File: config.mk
export PLATFORM = sky130hd
export DESIGN_NAME = timed_event_queue_top
export DESIGN_NICKNAME = d
export VERILOG_FILES = /design/src/hw/rtl/teq_pkg.sv /design/src/hw/rtl/timed_event_queue_top.sv
export SDC_FILE = /design/constraint.sdc
export NUM_CORES = 2
export LEC_CHECK = 0
export BUFFER_PORTS_ARGS = -buffer_cell sky130_fd_sc_hd__buf_2
export CORE_ASPECT_RATIO = 1.25
export CORE_UTILIZATION = 50
export CTS_CLUSTER_DIAMETER = 30
export DETAILED_ROUTE_END_ITERATION = 12
export PLACE_DENSITY_LB_ADDON = 0.3
export SYNTH_ARGS = -nofsm -noshare
export SYNTH_HDL_FRONTEND = slang
export SYNTH_SLANG_ARGS = --single-unit
File: constraint.sdc
create_clock -name clk -period 12.41 [get_ports clk]
set_input_delay 1.241 -clock clk [delete_from_list [all_inputs] [get_ports clk]]
set_output_delay 1.241 -clock clk [all_outputs]
set_load 0.05 [all_outputs]
File: src/hw/rtl/teq_pkg.sv
`default_nettype none

package teq_pkg;

  localparam int RING_SLOTS_DEFAULT = 16;

  localparam logic [19:0] USEC_LIMIT = 20'd999998;
  localparam logic [19:0] LEAD_USEC  = 20'd10;
  localparam logic [19:0] CLOSE_USEC = 20'd1;

  localparam logic OP_INSERT = 1'b0;
  localparam logic OP_TICK   = 1'b1;

  localparam logic [1:0] STATUS_OK       = 2'd0;
  localparam logic [1:0] STATUS_BAD_USEC = 2'd1;
  localparam logic [1:0] STATUS_TOO_LATE = 2'd2;
  localparam logic [1:0] STATUS_FULL     = 2'd3;

  typedef struct packed {
    logic        opcode;
    logic [31:0] event_sec;
    logic [19:0] event_usec;
    logic [7:0]  handler_id;
    logic [31:0] now_sec;
    logic [19:0] now_usec;
  } in_word_t;

  typedef struct packed {
    logic [1:0] insert_status;
    logic       fired;
    logic [7:0] fired_handler;
    logic       dropped_count;
    logic [3:0] queue_count;
  } out_word_t;

  typedef struct packed {
    logic [31:0] sec;
    logic [19:0] usec;
    logic [7:0]  hid;
  } entry_t;

  typedef enum logic [2:0] {
    S_IDLE,
    S_INS_SHIFT,
    S_INS_PLACE,
    S_TICK_HEAD,
    S_TICK_NEXT
  } teq_state_t;

endpackage

`default_nettype wire

File: src/hw/rtl/timed_event_queue_top.sv
`default_nettype none

// Sorted queue of timer deadlines, each a seconds and microseconds pair with a handler id.
// A word is accepted at a rising edge where start is high and busy is low. An insert word
// places a deadline in time order or rejects it with a status; a tick word carries the
// current time and removes at most one head entry (plus a close follower), firing or
// dropping it. Every accepted word gives exactly one result word, shown on out_word for
// one cycle while out_strobe is high; the receiver cannot stall it.
// The entries live in one ring memory with a registered read, so busy stays
// high while a word is worked on. A rejected insert, an insert into an empty queue and a
// tick on an empty queue end in the accepting cycle. An insert into a non-empty queue
// moves each later entry up one slot, one memory read and one memory write per step.
// A tick reads the head, then the follower too when the head fires and two are held.
// The result appears on the cycle after the last one of the word; start may be raised
// again in that same cycle.
// After reset the queue is empty and the memory content is never read before written.

module timed_event_queue_top
  import teq_pkg::*;
#(
  parameter int RING_SLOTS = RING_SLOTS_DEFAULT
) (
  input  wire logic      clk,
  input  wire logic      rst_n,
  input  wire logic      start,
  output logic           busy,
  input  wire in_word_t  in_word,
  output logic           out_strobe,
  output out_word_t      out_word
);

  localparam int IDX_W = $clog2(RING_SLOTS);

  function automatic logic [IDX_W-1:0] wrap_next(input logic [IDX_W-1:0] i);
    wrap_next = (i == IDX_W'(RING_SLOTS - 1)) ? '0 : i + IDX_W'(1);
  endfunction

  function automatic logic [IDX_W-1:0] wrap_prev(input logic [IDX_W-1:0] i);
    wrap_prev = (i == '0) ? IDX_W'(RING_SLOTS - 1) : i - IDX_W'(1);
  endfunction

  function automatic logic [3:0] count_field(input logic [IDX_W-1:0] c);
    logic [IDX_W+3:0] ext;
    ext = {4'b0000, c};
    count_field = ext[3:0];
  endfunction

  entry_t ring_mem [RING_SLOTS];

  teq_state_t       state_r, state_nxt;
  logic [IDX_W-1:0] head_r, head_nxt;
  logic [IDX_W-1:0] tail_r, tail_nxt;
  logic [IDX_W-1:0] cnt_r, cnt_nxt;
  logic [IDX_W-1:0] pos_r, pos_nxt;
  in_word_t         item_r, item_nxt;
  entry_t           hold_r, hold_nxt;
  entry_t           rdata_r;
  logic             out_strobe_r, out_strobe_nxt;
  out_word_t        out_word_r, out_word_nxt;

  logic             mem_we;
  logic [IDX_W-1:0] mem_waddr;
  logic [IDX_W-1:0] mem_raddr;
  entry_t           mem_wdata;

  logic   accept;
  logic   ins_bad, ins_late, ins_full, ins_empty;
  entry_t in_entry, new_entry;
  logic   shift_more, head_reached;
  logic   head_stale, head_due, two_held, follower_close;

  assign accept    = start && (state_r == S_IDLE);
  assign in_entry  = '{sec: in_word.event_sec, usec: in_word.event_usec,
                       hid: in_word.handler_id};
  assign new_entry = '{sec: item_r.event_sec, usec: item_r.event_usec,
                       hid: item_r.handler_id};

  assign ins_bad   = in_word.event_usec > USEC_LIMIT;
  assign ins_late  = (in_word.now_sec > in_word.event_sec) ||
                     ((in_word.now_sec == in_word.event_sec) &&
                      (({1'b0, in_word.now_usec} + {1'b0, LEAD_USEC}) >
                       {1'b0, in_word.event_usec}));
  assign ins_full  = cnt_r == IDX_W'(RING_SLOTS - 1);
  assign ins_empty = cnt_r == '0;
  assign two_held  = (cnt_r != '0) && (cnt_r != IDX_W'(1));

  assign shift_more   = (rdata_r.sec > new_entry.sec) ||
                        ((rdata_r.sec == new_entry.sec) && (rdata_r.usec > new_entry.usec));
  assign head_reached = wrap_prev(pos_r) == head_r;

  assign head_stale     = rdata_r.sec < item_r.now_sec;
  assign head_due       = (rdata_r.sec == item_r.now_sec) && (rdata_r.usec <= item_r.now_usec);
  assign follower_close = (rdata_r.sec == hold_r.sec) &&
                          (({1'b0, hold_r.usec} + {1'b0, CLOSE_USEC}) >= {1'b0, rdata_r.usec});

  always_comb begin
    state_nxt = state_r;
    unique case (state_r)
      S_IDLE: begin
        if (accept) begin
          if (in_word.opcode == OP_INSERT) begin
            if (!ins_bad && !ins_late && !ins_full && !ins_empty) begin
              state_nxt = S_INS_SHIFT;
            end
          end else if (!ins_empty) begin
            state_nxt = S_TICK_HEAD;
          end
        end
      end
      S_INS_SHIFT: begin
        if (shift_more) begin
          state_nxt = head_reached ? S_INS_PLACE : S_INS_SHIFT;
        end else begin
          state_nxt = S_IDLE;
        end
      end
      S_INS_PLACE: state_nxt = S_IDLE;
      S_TICK_HEAD: begin
        if (!head_stale && head_due && two_held) begin
          state_nxt = S_TICK_NEXT;
        end else begin
          state_nxt = S_IDLE;
        end
      end
      S_TICK_NEXT: state_nxt = S_IDLE;
      default:     state_nxt = S_IDLE;
    endcase
  end

  always_comb begin
    head_nxt       = head_r;
    tail_nxt       = tail_r;
    cnt_nxt        = cnt_r;
    pos_nxt        = pos_r;
    item_nxt       = item_r;
    hold_nxt       = hold_r;
    out_strobe_nxt = 1'b0;
    out_word_nxt   = '0;
    mem_we         = 1'b0;
    mem_waddr      = pos_r;
    mem_wdata      = new_entry;
    mem_raddr      = wrap_prev(pos_r);

    unique case (state_r)
      S_IDLE: begin
        if (accept) begin
          item_nxt       = in_word;
          out_word_nxt.queue_count = count_field(cnt_r);
          if (in_word.opcode == OP_INSERT) begin
            out_strobe_nxt = 1'b1;
            if (ins_bad) begin
              out_word_nxt.insert_status = STATUS_BAD_USEC;
            end else if (ins_late) begin
              out_word_nxt.insert_status = STATUS_TOO_LATE;
            end else if (ins_full) begin
              out_word_nxt.insert_status = STATUS_FULL;
            end else if (ins_empty) begin
              mem_we    = 1'b1;
              mem_waddr = tail_r;
              mem_wdata = in_entry;
              tail_nxt  = wrap_next(tail_r);
              cnt_nxt   = cnt_r + IDX_W'(1);
              out_word_nxt.insert_status = STATUS_OK;
              out_word_nxt.queue_count   = count_field(cnt_nxt);
            end else begin
              out_strobe_nxt = 1'b0;
              pos_nxt        = tail_r;
              mem_raddr      = wrap_prev(tail_r);
            end
          end else begin
            out_strobe_nxt = ins_empty;
            mem_raddr      = head_r;
          end
        end
      end
      S_INS_SHIFT: begin
        mem_we = 1'b1;
        if (shift_more) begin
          mem_wdata = rdata_r;
          pos_nxt   = wrap_prev(pos_r);
          mem_raddr = wrap_prev(wrap_prev(pos_r));
        end else begin
          tail_nxt       = wrap_next(tail_r);
          cnt_nxt        = cnt_r + IDX_W'(1);
          out_strobe_nxt = 1'b1;
          out_word_nxt.insert_status = STATUS_OK;
          out_word_nxt.queue_count   = count_field(cnt_nxt);
        end
      end
      S_INS_PLACE: begin
        mem_we         = 1'b1;
        tail_nxt       = wrap_next(tail_r);
        cnt_nxt        = cnt_r + IDX_W'(1);
        out_strobe_nxt = 1'b1;
        out_word_nxt.insert_status = STATUS_OK;
        out_word_nxt.queue_count   = count_field(cnt_nxt);
      end
      S_TICK_HEAD: begin
        hold_nxt  = rdata_r;
        mem_raddr = wrap_next(head_r);
        if (head_stale) begin
          head_nxt       = wrap_next(head_r);
          cnt_nxt        = cnt_r - IDX_W'(1);
          out_strobe_nxt = 1'b1;
          out_word_nxt.dropped_count = 1'b1;
          out_word_nxt.queue_count   = count_field(cnt_nxt);
        end else if (head_due && !two_held) begin
          head_nxt       = wrap_next(head_r);
          cnt_nxt        = cnt_r - IDX_W'(1);
          out_strobe_nxt = 1'b1;
          out_word_nxt.fired         = 1'b1;
          out_word_nxt.fired_handler = rdata_r.hid;
          out_word_nxt.queue_count   = count_field(cnt_nxt);
        end else if (!head_due) begin
          out_strobe_nxt = 1'b1;
          out_word_nxt.queue_count = count_field(cnt_r);
        end
      end
      S_TICK_NEXT: begin
        out_strobe_nxt = 1'b1;
        out_word_nxt.fired         = 1'b1;
        out_word_nxt.fired_handler = hold_r.hid;
        if (follower_close) begin
          head_nxt = wrap_next(wrap_next(head_r));
          cnt_nxt  = cnt_r - IDX_W'(1) - IDX_W'(1);
          out_word_nxt.dropped_count = 1'b1;
        end else begin
          head_nxt = wrap_next(head_r);
          cnt_nxt  = cnt_r - IDX_W'(1);
        end
        out_word_nxt.queue_count = count_field(cnt_nxt);
      end
      default: begin
      end
    endcase
  end

  always_ff @(posedge clk) begin
    if (mem_we) begin
      ring_mem[mem_waddr] <= mem_wdata;
    end
    rdata_r <= ring_mem[mem_raddr];
  end

  always_ff @(posedge clk) begin
    if (!rst_n) begin
      state_r      <= S_IDLE;
      head_r       <= '0;
      tail_r       <= '0;
      cnt_r        <= '0;
      out_strobe_r <= 1'b0;
    end else begin
      state_r      <= state_nxt;
      head_r       <= head_nxt;
      tail_r       <= tail_nxt;
      cnt_r        <= cnt_nxt;
      out_strobe_r <= out_strobe_nxt;
    end
  end

  always_ff @(posedge clk) begin
    pos_r      <= pos_nxt;
    item_r     <= item_nxt;
    hold_r     <= hold_nxt;
    out_word_r <= out_word_nxt;
  end

  assign busy       = state_r != S_IDLE;
  assign out_strobe = out_strobe_r;
  assign out_word   = out_word_r;

`ifndef SYNTH
  a_count_bound: assert property (@(posedge clk) disable iff (!rst_n)
    int'(cnt_r) <= RING_SLOTS - 1)
    else $error("queue holds more entries than the ring allows");

  a_ring_consistent: assert property (@(posedge clk) disable iff (!rst_n)
    ((tail_r >= head_r) ? (int'(tail_r) - int'(head_r))
                        : (int'(tail_r) + RING_SLOTS - int'(head_r))) == int'(cnt_r))
    else $error("head, tail and count disagree");

  a_result_when_idle: assert property (@(posedge clk) disable iff (!rst_n)
    out_strobe |-> !busy)
    else $error("result word shown while a word is still in work");

  a_fire_from_tick: assert property (@(posedge clk) disable iff (!rst_n)
    (out_strobe && out_word.fired) |->
      ($past(state_r) == S_TICK_HEAD || $past(state_r) == S_TICK_NEXT))
    else $error("handler fired outside a tick");
`endif

endmodule

`default_nettype wire
# After elaboration in Yosys (flattened, before gate mapping)
# Memory sizes are Yosys's and may differ from the RTL's. A register that Yosys moved wholly into a read port is not among the register bits.
# Cells that the tools add are included.
[word_totals]
register_bits = 208
ramBits = 960
in_bits = 116
out_inout_bits = 18
word_cells = 210
n_memories = 1
[memory_table]
columns = ["memory", "words", "word_bits", "read_ports", "rd_ports_with_merged_regs", "wr", "line_no", "text"]
rows = [
  ["ring_mem", 16, 60, 1, 1, 1, "timed_event_queue_top.sv:48", "entry_t ring_mem [RING_SLOTS];"],
]
[op_classes]
add_sub_neg = 11
order_cmp = 8
n_eq_ne = 26
muxes = 101
n_bitwise = 2
reduce_logical = 41
[op_table]
columns = ["operator", "count"]
rows = [
  ["$mux W60", 7],
  ["$mux W4", 52],
  ["$eq A32 B32 Y1", 4],
  ["$pmux W60 S2", 1],
  ["$gt A32 B32 Y1", 2],
  ["$pmux W4 S5", 2],
  ["$lt A32 B32 Y1", 1],
  ["$pmux W4 S3", 2],
  ["$add A20 B1 Y21 const B", 1],
  ["$add A20 B4 Y21 const B", 1],
  ["$ge A21 B20 Y1", 1],
  ["$gt A21 B20 Y1", 1],
  ["$gt A20 B20 Y1", 1],
  ["$gt A20 B20 Y1 const B", 1],
  ["$le A20 B20 Y1", 1],
  ["$mux W1", 20],
  ["$pmux W10 S2", 1],
  ["$sub A4 B1 Y4 const B", 5],
  ["$mux W9", 2],
  ["$ne A2 B2 Y1 const B", 9],
  ["$add A4 B1 Y4 const B", 4],
  ["$eq A4 B4 Y1 const B", 4],
  ["$logic_not A4 Y1", 4],
  ["$pmux W4 S2", 2],
  ["other kinds (28)", 60],
]

# Longest topological paths before layout
[depth]
ltp_word = 12
mapped_depth = 23
mapped_depth_nobuf = 19

# Worst setup path before layout
# OpenSTA, ideal clock, no wires.
[synth_path]
path_type = "input -> register"
start = "input port start"
end = "memory ring_mem[4][0] (netlist bit) (enable)"
setup_ps = 478
arrival_ps = 7482
setup_slack_ps = 4450
path_stages = 7
n_path_buf = 1
path_cell_list = "clkbuf_1 > nand2_1 > inv_1 > nand2_1 > nor3b_1 > a31oi_1 > nor2_1"
[synth_between]
elab_chain_len = 5
[synth_lines]
columns = ["item", "line_no", "text"]
rows = [
  ["from (decl)", "timed_event_queue_top.sv:25", "input wire logic start,"],
  ["$logic_and A1 B1 Y1 *", "timed_event_queue_top.sv:72", "assign accept = start && (state_r == S_IDLE);"],
  ["$mux W1", "timed_event_queue_top.sv:146", "if (accept) begin"],
  ["$pmux W1 S2", "timed_event_queue_top.sv:144", "unique case (state_r)"],
  ["$mux W1", "timed_event_queue_top.sv:239", "if (mem_we) begin"],
  ["$mux W1 (not written as such)", "timed_event_queue_top.sv:240", "ring_mem[mem_waddr] <= mem_wdata;"],
  ["to (decl)", "timed_event_queue_top.sv:48", ""],
]
# Every way passes the cells marked *; elsewhere a longest branch is shown, timed or not.

# Worst setup path after layout
[layout_path]
start = "input port in_word[97] (netlist bit)"
end = "register rdata_r[46] (netlist name)"
[layout_between]
elab_chain_len = 8
[layout_lines]
columns = ["item", "line_no", "text"]
rows = [
  ["from (decl)", "timed_event_queue_top.sv:27", "input wire in_word_t in_word,"],
  ["branches (longest 2 deep; another with $gt A32 B32 Y1)", "--", ""],
  ["$logic_or A1 B1 Y1 *", "timed_event_queue_top.sv:79", "assign ins_late = (in_word.now_sec > in_word.event_sec) ||"],
  ["$mux W4 *", "timed_event_queue_top.sv:153", "end else if (ins_late) begin"],
  ["$mux W4 *", "timed_event_queue_top.sv:151", "if (ins_bad) begin"],
  ["$mux W4 *", "timed_event_queue_top.sv:149", "if (in_word.opcode == OP_INSERT) begin"],
  ["$mux W4 *", "timed_event_queue_top.sv:146", ""],
  ["$pmux W4 S3 *", "timed_event_queue_top.sv:144", ""],
]
# Every way passes the cells marked *.
# A chain may end at the register's enable or synchronous reset.

==> flow_summary_export.csv <==
group,metric,value,unit
run_status,status,"completed",
critical_path,path_buf_inv,4,
critical_path,end_kind,"register",
timing,tns,0,ps
power,pwr_density_cell,250.8,nW/µm²
cts,clk_pin_slew,50,ps
floorplanning,fp-row-count,134,
logic_synthesis,synth_top_area_frac,0.6277,
logic_synthesis,syn_avg_cell_area,14.44,µm²
route,drc,0,
route,vias,33150,
floorplanning,fp.dieArea,110000,µm²
critical_path,startpoint_type,"input pin",
place,placedCellCount,5161,
critical_path,crit_slowest_cell,"buf_4",
place,place.gp.congestion,0.8755,
critical_path,reg2reg_setup_slack,5900,ps
critical_path,worstPathCellList,"buf_2, inv_1, ha_1, nand4_1, nor4_4, nand4_2, a41oi_1, a31o_2, nand4_1, a221o_1, o221ai_4, buf_4, buf_12, mux2_2, nor3_1, a211oi_1, or4_1",
cts,insertion_delay,790,ps
power,p_seq_frac,0.358,
global_routing,grt_antenna_before_repair,6,
route,wl,136.0,mm
power,ir_drop,312.8,µV
logic_synthesis,yosysSeqAreaShare,0.6615,
critical_path,cpMostUsedCell,"nand4_1",
global_routing,grt_overflow,0,
critical_path,crit_fanout,140,
timing,tightest_slew,1232,ps
timing,finalHoldViolCount,0,
worst_hold_path,min_path_type,"register to register",
cts,clock-sinks,1228,
finish,num-nets-final,4233,
logic_synthesis,syn-instance-count,3765,
cts,root_buffer,"clkbuf_16",
critical_path,worst-endpoint-required,13060,ps
finish,layout.cells.non_filler,5525,
global_routing,grt_max_degree,178,
logic_synthesis,netlist_top_cells_count,"edfxtp_1, inv_1, mux2i_1",
route,viasPerCell,6.000,
logic_synthesis,yosysWarnings,0,
cts,cts_tree,"built",
logic_synthesis,netlist-cell-type-count,80,
cts,post_cts_resized,0,
logic_synthesis,ys_seq_elements,1228,
finish,drive_gt1_frac,0.1858,
logic_synthesis,yosysMostFrequentCell,"edfxtp_1",
finish,area_delta_synth_final,15.66,%
timing,maxSlewViolCount,0,
timing,relSlewSlack,0.1790,
place,port_buffers,133,
floorplanning,io_pins,134,
timing,fin_crit,7076,ps
global_routing,grt_first_pass_wirelength,202.9,mm
timing,max_freq,0.1413,GHz
floorplanning,start_util,0.5065,
route,antenna_left,0,
floorplanning,die_h,370.6,µm
route,dr.pass1.iters,9,
floorplanning,die_w,296.9,µm
global_routing,grt_pass1_vias,32800,
cts,numCtsBuffers,193,
cts,cts_setup_buffers,0,
finish,final_util,0.5858,
timing,rsz0062_at_grt,"no",
critical_path,max_stage_delay,750,ps
route,wl_per_cell,24.62,µm
power,netSwitchingPower,5.438,mW
timing,fin_skew,25.38,ps
cts,cts_max_level,4,
global_routing,track_usage,0.2449,
logic_synthesis,yosys-top-cells-area,"edfxtp_1, mux2i_1, ha_1, mux2_2, dfxtp_1",
cts,clockBufferDepth,3,
timing,setup_viol,0,
critical_path,critical_path_arrival,7720,ps
power,p_sw_frac,0.3449,
critical_path,cp_top_family,"simple AND/OR/NAND/NOR gates",
logic_synthesis,syn_area,54350,µm²
timing,finalCritPeriodShare,0.5702,
logic_synthesis,syn_nets,4070,
floorplanning,coreArea,107300,µm²
power,p_int,10.33,mW
place,hpwl,75.89,mm
route,first_iter_violations,3184,
job,cap_violations,0,
power,power_frac_comb,0.305,
power,p_leak,23.40,nW
cts,hold_buffers,0,
logic_synthesis,synth-main-ff-cell,"edfxtp_1",
logic_synthesis,post-synth-top-area-cell,"edfxtp_1",
power,power_frac_clock,0.337,
logic_synthesis,ys_async_sr_fraction,0,
logic_synthesis,synth_edf_count,1136,
critical_path,crit_type,"input pin to register",
registers in the layout (all words and copies together), names as in the netlist:
signal	flops
pos_r	4
tail_r	4
ring_mem	960
cnt_r	4
out_word	16
head_r	4
rdata_r	60
item_r	112
hold_r	60
state_r	3
out_strobe	1
final cells by class:
cell class                 count  area, µm²
multi-input combinational   2063      16530
fill                        8152      44440
clock buffer                 249       5325
tap                         1428       1787
timing repair buffer         178       1054
clock inverter               113       1204
antenna                        2      5.005
inverter                     264      997.2
sequential                  1228      35950
path summary, 6_finish.rpt:
path / from / to / cells past startpoint
max reg2reg: rdata_r[51] / rdata_r[46] / 15
min: rdata_r[5] / hold_r[5] / 0
max: in_word[97] / rdata_r[46] / 17
min reg2reg: rdata_r[5] / hold_r[5] / 0
power by group through the flow:
| stage | Sequential, mW | Clock, mW | Combinational [mW] |
|---|---|---|---|
| floorplan | 5.56 | 0 | 3.50 |
| global placement | 5.70 | 0 | 4.69 |
| detailed placement | 5.71 | 0 | 4.76 |
| CTS | 5.63 | 5.37 | 4.79 |
| global route | 5.66 | 5.55 | 5.20 |
| finish | 5.64 | 5.32 | 4.81 |
logic make-up (layout without fill, tap and decap cells):
group / after synthesis / count (layout) / synth area share
buffers and inverters: 474 / 804 / 0.03785
flip-flops: 1228 / 1228 / 0.6615
other: 0 / 2 / 0
adder cells (fa/ha/maj): 189 / 189 / 0.04351
multiplexers: 486 / 486 / 0.09508
XOR/XNOR: 79 / 79 / 0.01273
AND/OR/NAND/NOR: 665 / 665 / 0.06830
AO/OA/AOI/OAI: 644 / 644 / 0.08099
metrics by stage:
stage / total power [mW] / instance area [µm²] / hold WS, ps / setup slack (ps)
after detailed placement: 10.47 / 56330 / 458.4 / 4619
after global placement: 10.39 / 56330 / 441.6 / 4693
after floorplan: 9.059 / 54350 / 431.2 / 4450
final: 15.77 / 62860 / 449.7 / 5334
after CTS: 15.78 / 62860 / 445.1 / 5413
after global routing: 16.42 / 62860 / 459.9 / 5036
cells in the final DEF, fill, tap and decap left out, types with 13 or more instances in the layout:
cell type,count
nor3_2,31
clkbuf_16,197
a21o_1,27
clkbuf_1,32
or3_1,66
buf_2,133
xnor2_1,36
nand4_1,46
a21oi_1,141
clkinvlp_4,18
a222oi_1,60
a211oi_1,191
nor2_1,82
nor3_1,178
nand3_1,29
mux2i_1,244
edfxtp_1,1136
nand2_1,79
clkinv_1,13
clkinv_2,25
ha_1,189
mux2_2,193
dfxtp_1,92
clkbuf_8,20
bufinv_16,16
nor4_1,14
clkinv_4,16
nor2_4,18
buf_4,41
o21ai_0,117
a31oi_1,19
inv_6,21
or4_1,63
o211ai_1,13
nor2b_1,15
inv_1,261
xor2_1,43
mux2_1,49
metal layers:
layer	vias to the layer above	wire, µm	track usage
met5	-	10	0
met4	2	4078	0.08753
met3	254	10380	0.04416
met2	1355	64040	0.3926
met1	16570	57500	0.3354
li1	14970	-	-
No activity file was read; power rests on OpenSTA's default activity.
